### src/sv/mvp_pkg.sv
// Shared types and constants of the vertex transform.
package mvp_pkg;

    // Number format: signed words with FRAC_BITS fraction bits.
    localparam int FRAC_BITS = 16;
    localparam int WORD_W    = 32;
    localparam int PROD_W    = 2 * WORD_W;
    localparam int TRUNC_W   = PROD_W - FRAC_BITS;
    // Four truncated products add up without overflow in two extra bits.
    localparam int ACC_W     = TRUNC_W + 2;

    // Matrix geometry and coefficient store layout.
    localparam int DIM         = 4;
    localparam int IDX_W       = 2;
    localparam int SEL_W       = 2;
    localparam int ADDR_W      = SEL_W + 2 * IDX_W;
    localparam int MAT_COUNT   = 3;
    localparam int TABLE_DEPTH = MAT_COUNT * DIM * DIM;

    localparam logic [IDX_W-1:0] IDX_LAST = IDX_W'(DIM - 1);

    // Item codes.
    localparam logic CMD_TRANSFORM = 1'b0;
    localparam logic CMD_LOAD      = 1'b1;

    // Matrix select codes.
    localparam logic [SEL_W-1:0] MAT_WORLD  = 2'd0;
    localparam logic [SEL_W-1:0] MAT_VIEW   = 2'd1;
    localparam logic [SEL_W-1:0] MAT_PROJ   = 2'd2;
    localparam logic [SEL_W-1:0] MAT_UNUSED = 2'd3;

    // The constant 1.0 used as the w component of every input position.
    localparam logic signed [WORD_W-1:0] ONE_Q = WORD_W'(64'd1 << FRAC_BITS);
    localparam logic signed [WORD_W-1:0] WORD_MAX = {1'b0, {(WORD_W-1){1'b1}}};
    localparam logic signed [WORD_W-1:0] WORD_MIN = {1'b1, {(WORD_W-1){1'b0}}};

    // Input transaction payload.
    typedef struct packed {
        logic                     command;
        logic signed [WORD_W-1:0] pos_x;
        logic signed [WORD_W-1:0] pos_y;
        logic signed [WORD_W-1:0] pos_z;
        logic        [WORD_W-1:0] vertex_color;
        logic        [SEL_W-1:0]  matrix_select;
        logic        [IDX_W-1:0]  coef_row;
        logic        [IDX_W-1:0]  coef_col;
        logic signed [WORD_W-1:0] coef_value;
    } t_vtx_in;

    // Result transaction payload.
    typedef struct packed {
        logic signed [WORD_W-1:0] out_x;
        logic signed [WORD_W-1:0] out_y;
        logic signed [WORD_W-1:0] out_z;
        logic signed [WORD_W-1:0] out_w;
        logic        [WORD_W-1:0] out_color;
        logic                     saturated;
    } t_vtx_out;

    // Commands from the controller to the datapath.
    typedef struct packed {
        logic             vtx_load;
        logic             coef_wr;
        logic             mac_vld;
        logic [SEL_W-1:0] mac_sel;
        logic [IDX_W-1:0] mac_k;
        logic [IDX_W-1:0] mac_j;
        logic             commit;
        logic             out_load;
    } t_dp_cmd;

    // Status from the datapath to the controller.
    typedef struct packed {
        logic out_busy;
    } t_dp_stat;

endpackage

### src/sv/mvp_if.sv
// Valid/ready channel interfaces for input and result transactions.
interface mvp_in_if;
    import mvp_pkg::*;

    logic    valid;
    logic    ready;
    t_vtx_in payload;

    modport source (output valid, output payload, input ready);
    modport sink   (input valid, input payload, output ready);
endinterface

interface mvp_out_if;
    import mvp_pkg::*;

    logic     valid;
    logic     ready;
    t_vtx_out payload;

    modport source (output valid, output payload, input ready);
    modport sink   (input valid, input payload, output ready);
endinterface

### src/sv/vertex_world_view_proj_transform.sv
// Vertex transform top level: position times world, view and projection matrices.
//
// A load transaction writes one signed Q16.16 coefficient into the world, view or
// projection matrix; a load with matrix select 3 is ignored. All coefficients
// read as zero after reset without any clearing pass. A transform transaction
// multiplies (x, y, z, 1.0) by world, then view, then projection and gives one
// result: after it is accepted, each of the three matrices sends 16 products
// through the single shared 32x32 multiplier (one per cycle) and then lets the
// multiply-accumulate pipeline drain before the next matrix can use the new
// vector, and the final vector goes into the result register. Each product is
// truncated toward minus infinity, each column sum is saturated to 32 bits, and
// the saturated flag reports any saturation in the vertex. The color passes
// through unchanged. A finished result waits in the output register, and new
// load and transform transactions are taken while it waits.
module vertex_world_view_proj_transform (
    input  logic      i_clk,
    input  logic      i_rst_n,
    mvp_in_if.sink    i_vtx,
    mvp_out_if.source o_res
);
    import mvp_pkg::*;

    t_dp_cmd  w_cmd;
    t_dp_stat w_stat;

    // Sequencer.
    mvp_ctrl u_ctrl (
        .i_clk        (i_clk),
        .i_rst_n      (i_rst_n),
        .i_in_valid   (i_vtx.valid),
        .i_in_command (i_vtx.payload.command),
        .o_in_ready   (i_vtx.ready),
        .i_stat       (w_stat),
        .o_cmd        (w_cmd)
    );

    // Arithmetic and storage.
    mvp_datapath u_dp (
        .i_clk        (i_clk),
        .i_rst_n      (i_rst_n),
        .i_cmd        (w_cmd),
        .i_vtx        (i_vtx.payload),
        .i_out_ready  (o_res.ready),
        .o_out_valid  (o_res.valid),
        .o_out        (o_res.payload),
        .o_stat       (w_stat)
    );

endmodule

### src/sv/mvp_ctrl.sv
// Controller state machine that sequences the multiply-accumulate steps.
module mvp_ctrl (
    input  logic              i_clk,
    input  logic              i_rst_n,
    input  logic              i_in_valid,
    input  logic              i_in_command,
    output logic              o_in_ready,
    input  mvp_pkg::t_dp_stat i_stat,
    output mvp_pkg::t_dp_cmd  o_cmd
);
    import mvp_pkg::*;

    localparam logic [1:0] DRAIN_LAST = 2'd3;

    typedef enum logic [1:0] {
        S_IDLE,
        S_MAC,
        S_DRAIN,
        S_DONE
    } t_state;

    t_state           r_state, n_state;
    logic [SEL_W-1:0] r_sel, n_sel;
    logic [IDX_W-1:0] r_k, n_k;
    logic [IDX_W-1:0] r_j, n_j;
    logic [1:0]       r_drain, n_drain;
    logic             w_accept;

    assign o_in_ready = (r_state == S_IDLE);
    assign w_accept   = i_in_valid && o_in_ready;

    // Next state: 16 products per matrix, then a drain of the datapath pipeline.
    always_comb begin
        n_state = r_state;
        n_sel   = r_sel;
        n_k     = r_k;
        n_j     = r_j;
        n_drain = r_drain;
        unique case (r_state)
            S_IDLE: begin
                if (w_accept && i_in_command == CMD_TRANSFORM) begin
                    n_state = S_MAC;
                    n_sel   = MAT_WORLD;
                    n_k     = '0;
                    n_j     = '0;
                end
            end
            S_MAC: begin
                n_k = r_k + 1'b1;
                if (r_k == IDX_LAST) begin
                    n_j = r_j + 1'b1;
                    if (r_j == IDX_LAST) begin
                        n_state = S_DRAIN;
                        n_drain = '0;
                    end
                end
            end
            S_DRAIN: begin
                n_drain = r_drain + 1'b1;
                if (r_drain == DRAIN_LAST) begin
                    if (r_sel == MAT_PROJ) begin
                        n_state = S_DONE;
                    end else begin
                        n_sel   = r_sel + 1'b1;
                        n_state = S_MAC;
                    end
                end
            end
            S_DONE: begin
                if (!i_stat.out_busy) begin
                    n_state = S_IDLE;
                end
            end
            default: begin
                n_state = S_IDLE;
            end
        endcase
    end

    // Commands decoded from the current state and the input handshake.
    always_comb begin
        o_cmd.vtx_load = w_accept && (i_in_command == CMD_TRANSFORM);
        o_cmd.coef_wr  = w_accept && (i_in_command == CMD_LOAD);
        o_cmd.mac_vld  = (r_state == S_MAC);
        o_cmd.mac_sel  = r_sel;
        o_cmd.mac_k    = r_k;
        o_cmd.mac_j    = r_j;
        o_cmd.commit   = (r_state == S_DRAIN) && (r_drain == DRAIN_LAST);
        o_cmd.out_load = (r_state == S_DONE) && !i_stat.out_busy;
    end

    // State and counters.
    always_ff @(posedge i_clk) begin
        if (!i_rst_n) begin
            r_state <= S_IDLE;
            r_sel   <= MAT_WORLD;
            r_k     <= '0;
            r_j     <= '0;
            r_drain <= '0;
        end else begin
            r_state <= n_state;
            r_sel   <= n_sel;
            r_k     <= n_k;
            r_j     <= n_j;
            r_drain <= n_drain;
        end
    end

`ifndef ASSERT_OFF
    // An accepted vertex starts with the world matrix.
    a_start_world: assert property (@(posedge i_clk) disable iff (!i_rst_n)
        (w_accept && i_in_command == CMD_TRANSFORM) |=> (r_state == S_MAC && r_sel == MAT_WORLD))
        else $error("vertex did not start with the world matrix");

    // The result is only presented after the projection matrix has drained.
    a_done_after_proj: assert property (@(posedge i_clk) disable iff (!i_rst_n)
        (r_state == S_DONE && $past(r_state) != S_DONE) |->
            ($past(r_state) == S_DRAIN && $past(r_sel) == MAT_PROJ))
        else $error("result presented before the projection stage finished");

    // A matrix pass always issues from the first product of the first column.
    a_mac_entry: assert property (@(posedge i_clk) disable iff (!i_rst_n)
        (r_state == S_MAC && $past(r_state) != S_MAC) |-> (r_k == '0 && r_j == '0))
        else $error("matrix pass entered mid-sequence");
`endif

endmodule

### src/sv/mvp_datapath.sv
// Datapath: coefficient store, shared multiply-accumulate and result register.
module mvp_datapath (
    input  logic              i_clk,
    input  logic              i_rst_n,
    input  mvp_pkg::t_dp_cmd  i_cmd,
    input  mvp_pkg::t_vtx_in  i_vtx,
    input  logic              i_out_ready,
    output logic              o_out_valid,
    output mvp_pkg::t_vtx_out o_out,
    output mvp_pkg::t_dp_stat o_stat
);
    import mvp_pkg::*;

    // Coefficient store with one valid bit per entry; unwritten entries read as zero.
    logic        [WORD_W-1:0]      mem [TABLE_DEPTH];
    logic        [TABLE_DEPTH-1:0] r_coef_vld;
    logic        [ADDR_W-1:0]      w_wr_addr;
    logic        [ADDR_W-1:0]      w_rd_addr;
    logic                          w_wr_en;

    // Multiply-accumulate pipeline.
    logic        [WORD_W-1:0]      r_coef;
    logic                          r_coef_ok;
    logic signed [WORD_W-1:0]      r_opnd;
    logic signed [WORD_W-1:0]      w_coef_eff;
    logic signed [PROD_W-1:0]      r_prod;
    logic signed [ACC_W-1:0]       w_trunc_ext;
    logic signed [ACC_W-1:0]       r_acc;
    logic                          w_fits;
    logic signed [WORD_W-1:0]      w_sat_val;

    // Pipeline tags.
    logic                          r_p1_vld, r_p2_vld, r_p3_vld;
    logic                          r_p1_first, r_p2_first;
    logic                          r_p1_last, r_p2_last;
    logic        [IDX_W-1:0]       r_p1_j, r_p2_j, r_p3_j;

    // Vertex state.
    logic signed [WORD_W-1:0]      r_vec [DIM];
    logic signed [WORD_W-1:0]      r_res [DIM];
    logic        [WORD_W-1:0]      r_color;
    logic                          r_sat;

    // Result register.
    logic                          r_out_vld;
    t_vtx_out                      r_out;

    assign w_wr_addr = {i_vtx.matrix_select, i_vtx.coef_row, i_vtx.coef_col};
    assign w_rd_addr = {i_cmd.mac_sel, i_cmd.mac_k, i_cmd.mac_j};
    assign w_wr_en   = i_cmd.coef_wr && (i_vtx.matrix_select != MAT_UNUSED);

    // Store write and registered read.
    always_ff @(posedge i_clk) begin
        if (w_wr_en) begin
            mem[w_wr_addr] <= i_vtx.coef_value;
        end
        r_coef <= mem[w_rd_addr];
    end

    // Valid bits are cleared by reset.
    always_ff @(posedge i_clk) begin
        if (!i_rst_n) begin
            r_coef_vld <= '0;
        end else if (w_wr_en) begin
            r_coef_vld[w_wr_addr] <= 1'b1;
        end
    end

    // Product: floor-truncate to the working format and sign extend.
    assign w_coef_eff  = r_coef_ok ? signed'(r_coef) : '0;
    assign w_trunc_ext = {{(ACC_W-TRUNC_W){r_prod[PROD_W-1]}}, r_prod[PROD_W-1:FRAC_BITS]};

    // Saturate the column sum to the signed word range.
    assign w_fits    = (&r_acc[ACC_W-1:WORD_W-1]) || !(|r_acc[ACC_W-1:WORD_W-1]);
    assign w_sat_val = w_fits ? r_acc[WORD_W-1:0] : (r_acc[ACC_W-1] ? WORD_MIN : WORD_MAX);

    // Pipeline control tags.
    always_ff @(posedge i_clk) begin
        if (!i_rst_n) begin
            r_p1_vld <= 1'b0;
            r_p2_vld <= 1'b0;
            r_p3_vld <= 1'b0;
        end else begin
            r_p1_vld <= i_cmd.mac_vld;
            r_p2_vld <= r_p1_vld;
            r_p3_vld <= r_p2_vld && r_p2_last;
        end
    end

    // Multiply-accumulate payload path.
    always_ff @(posedge i_clk) begin
        r_coef_ok  <= r_coef_vld[w_rd_addr];
        r_opnd     <= r_vec[i_cmd.mac_k];
        r_p1_first <= (i_cmd.mac_k == '0);
        r_p1_last  <= (i_cmd.mac_k == IDX_LAST);
        r_p1_j     <= i_cmd.mac_j;
        r_prod     <= w_coef_eff * r_opnd;
        r_p2_first <= r_p1_first;
        r_p2_last  <= r_p1_last;
        r_p2_j     <= r_p1_j;
        r_p3_j     <= r_p2_j;
        if (r_p2_vld) begin
            r_acc <= r_p2_first ? w_trunc_ext : r_acc + w_trunc_ext;
        end
        if (r_p3_vld) begin
            r_res[r_p3_j] <= w_sat_val;
        end
    end

    // Vertex vector, color and overflow flag.
    always_ff @(posedge i_clk) begin
        if (i_cmd.vtx_load) begin
            r_vec[0] <= i_vtx.pos_x;
            r_vec[1] <= i_vtx.pos_y;
            r_vec[2] <= i_vtx.pos_z;
            r_vec[3] <= ONE_Q;
            r_color  <= i_vtx.vertex_color;
        end else if (i_cmd.commit) begin
            r_vec <= r_res;
        end
        if (i_cmd.vtx_load) begin
            r_sat <= 1'b0;
        end else if (r_p3_vld && !w_fits) begin
            r_sat <= 1'b1;
        end
    end

    // Result register: holds a finished transaction until it is taken.
    always_ff @(posedge i_clk) begin
        if (!i_rst_n) begin
            r_out_vld <= 1'b0;
        end else if (i_cmd.out_load) begin
            r_out_vld <= 1'b1;
        end else if (i_out_ready) begin
            r_out_vld <= 1'b0;
        end
    end

    always_ff @(posedge i_clk) begin
        if (i_cmd.out_load) begin
            r_out.out_x     <= r_vec[0];
            r_out.out_y     <= r_vec[1];
            r_out.out_z     <= r_vec[2];
            r_out.out_w     <= r_vec[3];
            r_out.out_color <= r_color;
            r_out.saturated <= r_sat;
        end
    end

    assign o_out_valid     = r_out_vld;
    assign o_out           = r_out;
    assign o_stat.out_busy = r_out_vld && !i_out_ready;

`ifndef ASSERT_OFF
    // The last column sum must be saturated before the stage result is committed.
    a_commit_after_clamp: assert property (@(posedge i_clk) disable iff (!i_rst_n)
        i_cmd.commit |-> (!r_p3_vld && !r_p2_vld && !r_p1_vld))
        else $error("stage committed while products are still in flight");

    // A waiting result is never overwritten.
    a_no_overwrite: assert property (@(posedge i_clk) disable iff (!i_rst_n)
        i_cmd.out_load |-> !(r_out_vld && !i_out_ready))
        else $error("result register overwritten before it was taken");

    // Coefficient loads never overlap a matrix pass.
    a_no_wr_during_mac: assert property (@(posedge i_clk) disable iff (!i_rst_n)
        !(i_cmd.coef_wr && (i_cmd.mac_vld || r_p1_vld || r_p2_vld)))
        else $error("coefficient written during a matrix pass");
`endif

endmodule

### src/flat_wrapper.sv
// flat-port wrapper written by rule: the top's interface ports become plain ports
module vertex_world_view_proj_transform_flat import mvp_pkg::*;
  (i_clk, i_rst_n, i_vtx_valid, i_vtx_payload, i_vtx_ready, o_res_valid, o_res_payload, o_res_ready);
  mvp_in_if i_vtx_i ();
  mvp_out_if o_res_i ();
  input  logic i_clk;
  input  logic i_rst_n;
  input wire logic [$bits(i_vtx_i.valid)-1:0] i_vtx_valid;
  input wire logic [$bits(i_vtx_i.payload)-1:0] i_vtx_payload;
  output wire logic [$bits(i_vtx_i.ready)-1:0] i_vtx_ready;
  output wire logic [$bits(o_res_i.valid)-1:0] o_res_valid;
  output wire logic [$bits(o_res_i.payload)-1:0] o_res_payload;
  input wire logic [$bits(o_res_i.ready)-1:0] o_res_ready;
  assign i_vtx_i.valid = i_vtx_valid;
  assign i_vtx_i.payload = i_vtx_payload;
  assign i_vtx_ready = i_vtx_i.ready;
  assign o_res_valid = o_res_i.valid;
  assign o_res_payload = o_res_i.payload;
  assign o_res_i.ready = o_res_ready;
  vertex_world_view_proj_transform u_core (.i_clk(i_clk), .i_rst_n(i_rst_n), .i_vtx(i_vtx_i), .o_res(o_res_i));
endmodule
### config.mk
export PLATFORM = sky130hd
export DESIGN_NAME = vertex_world_view_proj_transform_flat
export DESIGN_NICKNAME = d
export VERILOG_FILES = /design/src/sv/mvp_pkg.sv /design/src/sv/mvp_if.sv /design/src/sv/vertex_world_view_proj_transform.sv /design/src/sv/mvp_ctrl.sv /design/src/sv/mvp_datapath.sv /design/src/flat_wrapper.sv
export SDC_FILE = /design/constraint.sdc
export NUM_CORES = 2
export LEC_CHECK = 0
export BUFFER_PORTS_ARGS = -buffer_cell sky130_fd_sc_hd__buf_4
export CAP_MARGIN = 20
export CORE_MARGIN = 4
export CORE_UTILIZATION = 30
export CTS_BUF_LIST = sky130_fd_sc_hd__clkbuf_8
export CTS_CLUSTER_SIZE = 20
export DETAILED_ROUTE_END_ITERATION = 8
export GPL_TIMING_DRIVEN = 0
export PLACE_DENSITY = 0.4
export SYNTH_ARGS = -nofsm -noshare
export SYNTH_HDL_FRONTEND = slang
export SYNTH_HIERARCHICAL = 1
export SYNTH_SLANG_ARGS = --single-unit
### constraint.sdc
create_clock -name i_clk -period 9 [get_ports i_clk]
set_input_delay 0.9 -clock i_clk [delete_from_list [all_inputs] [get_ports i_clk]]
set_output_delay 0.9 -clock i_clk [all_outputs]
set_load 0.005 [all_outputs]
==> results.md <==
- Area leader, netlist: edfxtp_1
- Row Count: around 230
- Area Growth Syn to Fin: 17.5%
- Slew Viols, Final: 0
- Layout cells sized above 1: 0.205
- Number of global-route vias before repair: 77700
- Max Clock Skew: 81.0 ps
- Core area: ~400000 sq um
- Final Power: between 20 and 25 mW
- Fin nets: just over 10000
- Dpl cell area: 132000 sq um
- CTS tree: done
- Port buffer count: approximately 330
- Fill count: just under 40000
- Total Neg Setup Slack: 0 ps
- Fin. Hold Viols: 0
- Vias per std cell: approximately 5.0
- Initial Utilization: 0.302
- Crit start category: register
- Synth cell types: 78
- Fin crit share: 0.989
- Max clock buf depth: 4
- DIE HEIGHT: about 640 um
- Post-synth EDFFs: roughly 2000
- Routed Antenna Nets: 0
- Slew @ Worst Pin: about 1200 ps
- Hold WC Path Type: input pin to register
- H-tree levels: 5
- WL final: approximately 450 mm
- Kind of critical path: register to register
- Post-synthesis async set-or-reset flop share: 0
- Clock latency at the later pin of the worst-skew pair: between 1000 and 1500 ps
- Post-DP HPWL: between 300 and 400 mm
- Largest net degree at the start of global routing: between 50 and 60
- Synth Register Bits: 2221
- Static Leak: ~54 nW
- Tmin final: roughly 8900 ps
- Die area: just over 400000 sq um
- Req. time, crit path: between 9000 and 10000 ps
- Crit path max fanout: 10
- Max Cap Violations: 0
- Synth Instances: 7762
- Clock transition at path regs: 60 ps
- GRT Residual Overflow: 0
- DRC viols: 0
- Wire length of the first global-routing pass: 625 mm
- Power density cells: 154 nW/um^2
- Synth top area share: 0.503
- TritonRoute pass-1 iters: 6
- Post-synth top flop: edfxtp_1
- Clock sinks: 2221
- Antenna violations before repair: between 60 and 70
- Crit. End Element: register
- Final std cell area, no fill: about 140000 sq um
- Clock root buffer: clkbuf_8
- IO Pins: approximately 330
- Setup-failing EPs final: 0
- Synth Cell Area: about 120000 sq um
- Peak supply drop: ~0.12 mV
- Worst Path Arrival: 9830 ps
- Synth Warn #: 6
- Outcome: complete, no violations
- Max Freq: between 100 and 150 MHz
- Seq/Total Area, Yosys: 0.539
- Initial DRC Count: between 6000 and 7000
- Synth top area cells: edfxtp_1 50%, fa_1 18%, mux4_2 9.9%
- Final core utilization: 0.355
- Slew margin rel.: 0.161
- DR vias: between 70000 and 80000
- Chip width: ~640 um
- CTS Buf Count: 387
- Mean Syn Cell Area: roughly 15 sq um
- Synth Net Count: a little over 9000
- Global placement routability congestion: around 0.94
- Routed len/inst: 31.6 um
- Total track usage: 0.220
==> layer usage <==
metal | wire (um) | share of wire | track usage
met1 | 177000 | 0.39 | 0.272
met2 | 230000 | 0.51 | 0.387
met3 | 22600 | 0.050 | 0.0276
met4 | 22300 | 0.049 | 0.0929
met5 | 30 | 0.000066 | 0
==> report_power, final <==
group	switching, mW	internal, mW	leakage (nW)	total (mW)
registers	0.173	11.4	19.9	11.5
logic	1.10	0.512	30.1	1.62
clock network	4.18	4.32	4.13	8.49
total	5.46	16.2	54.1	21.6
==> final cells by class <==
cell class | count | area (sq um) | share of cell area
flip-flops and latches | 2221 | 64600 | 0.459
well taps | 5242 | 6560 | 0.0467
multi-input cells | 4113 | 50300 | 0.358
inverters | 968 | 3640 | 0.0259
plain buffers | 436 | 2050 | 0.0146
diodes | 38 | 95.1 | 0.000676
clock inverters | 282 | 1350 | 0.00963
clock buffers | 413 | 5680 | 0.0404
repair buffers | 569 | 6300 | 0.0448
==> flip-flops by register name (all words and copies together), names as in the netlist, 2 cells and up <==
name	cells
u_core/u_dp/r_prod	48
u_core/u_ctrl/r_state	2
u_core/u_dp/r_p1_j	2
u_core/u_dp/o_out	161
u_core/u_ctrl/r_k	2
u_core/u_dp/r_opnd	32
u_core/u_dp/r_vec	128
u_core/u_ctrl/r_sel	2
u_core/u_dp/mem	1536
u_core/u_ctrl/r_drain	2
u_core/u_dp/r_acc	50
u_core/u_dp/r_p3_j	2
u_core/u_dp/r_p2_j	2
u_core/u_dp/r_color	32
u_core/u_dp/r_coef	32
u_core/u_dp/r_res	128
u_core/u_dp/r_coef_vld	48
u_core/u_ctrl/r_j	2
==> cell usage after synthesis (11+ instances only) <==
master	instances
o21ai_0	129
edfxtp_1	2003
o21bai_1	17
o21a_1	63
a211oi_1	14
buf_1	56
a22o_1	95
nor2b_1	45
ha_1	232
and3_1	525
nor2_1	124
a31oi_1	11
a21oi_1	105
dfxtp_1	218
xnor2_1	61
nand2b_1	27
nand3b_1	13
and2_1	38
a21o_1	93
mux2i_1	64
fa_1	1083
nand4_1	27
inv_1	967
xor2_1	42
nand2_1	624
nand3_1	24
clkbuf_1	395
mux4_2	527
==> worst paths after layout <==
check | to | depth (start not counted) | slack [ps] | startpoint
setup / recovery | u_core/u_dp/r_prod[58]$_DFF_P_ | 23 | 100 | u_core/u_dp/r_coef[16]$_DFF_P_
hold / removal | u_core/u_dp/r_vec[77]$_DFFE_PP_ | 2 | 160 | i_vtx_payload[115]
setup reg to reg | u_core/u_dp/r_prod[58]$_DFF_P_ | 23 | 100 | u_core/u_dp/r_coef[16]$_DFF_P_
hold reg to reg | u_core/u_dp/r_p2_j[1]$_DFF_P_ | 0 | 320 | u_core/u_dp/r_p1_j[1]$_DFF_P_
==> worst max-delay path, cell delays in order, from the launching register on <==
cell and delay, ps:
dfxtp_2 820, and2_4 400, clkbuf_4 350, nand2_1 120, fa_1 490, fa_1 550
fa_1 500, fa_1 550, inv_1 60, fa_2 640, fa_2 460, fa_2 540
fa_2 570, ha_1 270, a21o_1 210, o21bai_1 170, a221o_1 370, a31oi_1 230
o21ai_2 120, o31a_2 430, a211oi_4 370, o31a_4 220, o21ai_0 120, xor2_1 240
==> cell usage in the layout, fill, tap and decap left out, types with 191 or more instances in the layout <==
cell type,count
and3_1,523
buf_4,369
clkbuf_1,232
clkbuf_8,417
dfxtp_1,191
edfxtp_1,2003
fa_1,1067
ha_1,225
inv_1,1113
mux4_2,527
nand2_1,624
==> through the flow <==
stage | hold slack, ps | setup WS [ps] | instances
global route | 38.9 | -9.66 | 14200
finish | 156 | 99.9 | 14300
detailed placement | 312 | -2400 | 13500
CTS | 0.116 | 1.68 | 14200
global placement | 312 | -3200 | 13300
floorplan | 310 | 639 | 7762
==> cell families after synthesis <==
logic type,Yosys count,synth area share
xor gates and xnor gates,103,0.00754
muxes,595,0.105
and+or+nand+nor,1497,0.0628
AOI/OAI and AO/OA,603,0.0349
DFF,2221,0.539
adders and majority gates,1315,0.205
buffers and inverters,1428,0.0450
==> repair_timing <==
action | in CTS | in global routing
setup endpoints to repair | 43 | 15
buffers inserted | 7 | 13
hold endpoints to repair | 45 | 0
resized for setup | 252 | 143
pin swaps | 4 | 6
hold buffers | 45 | 0
No activity file was read; power rests on OpenSTA's default activity.
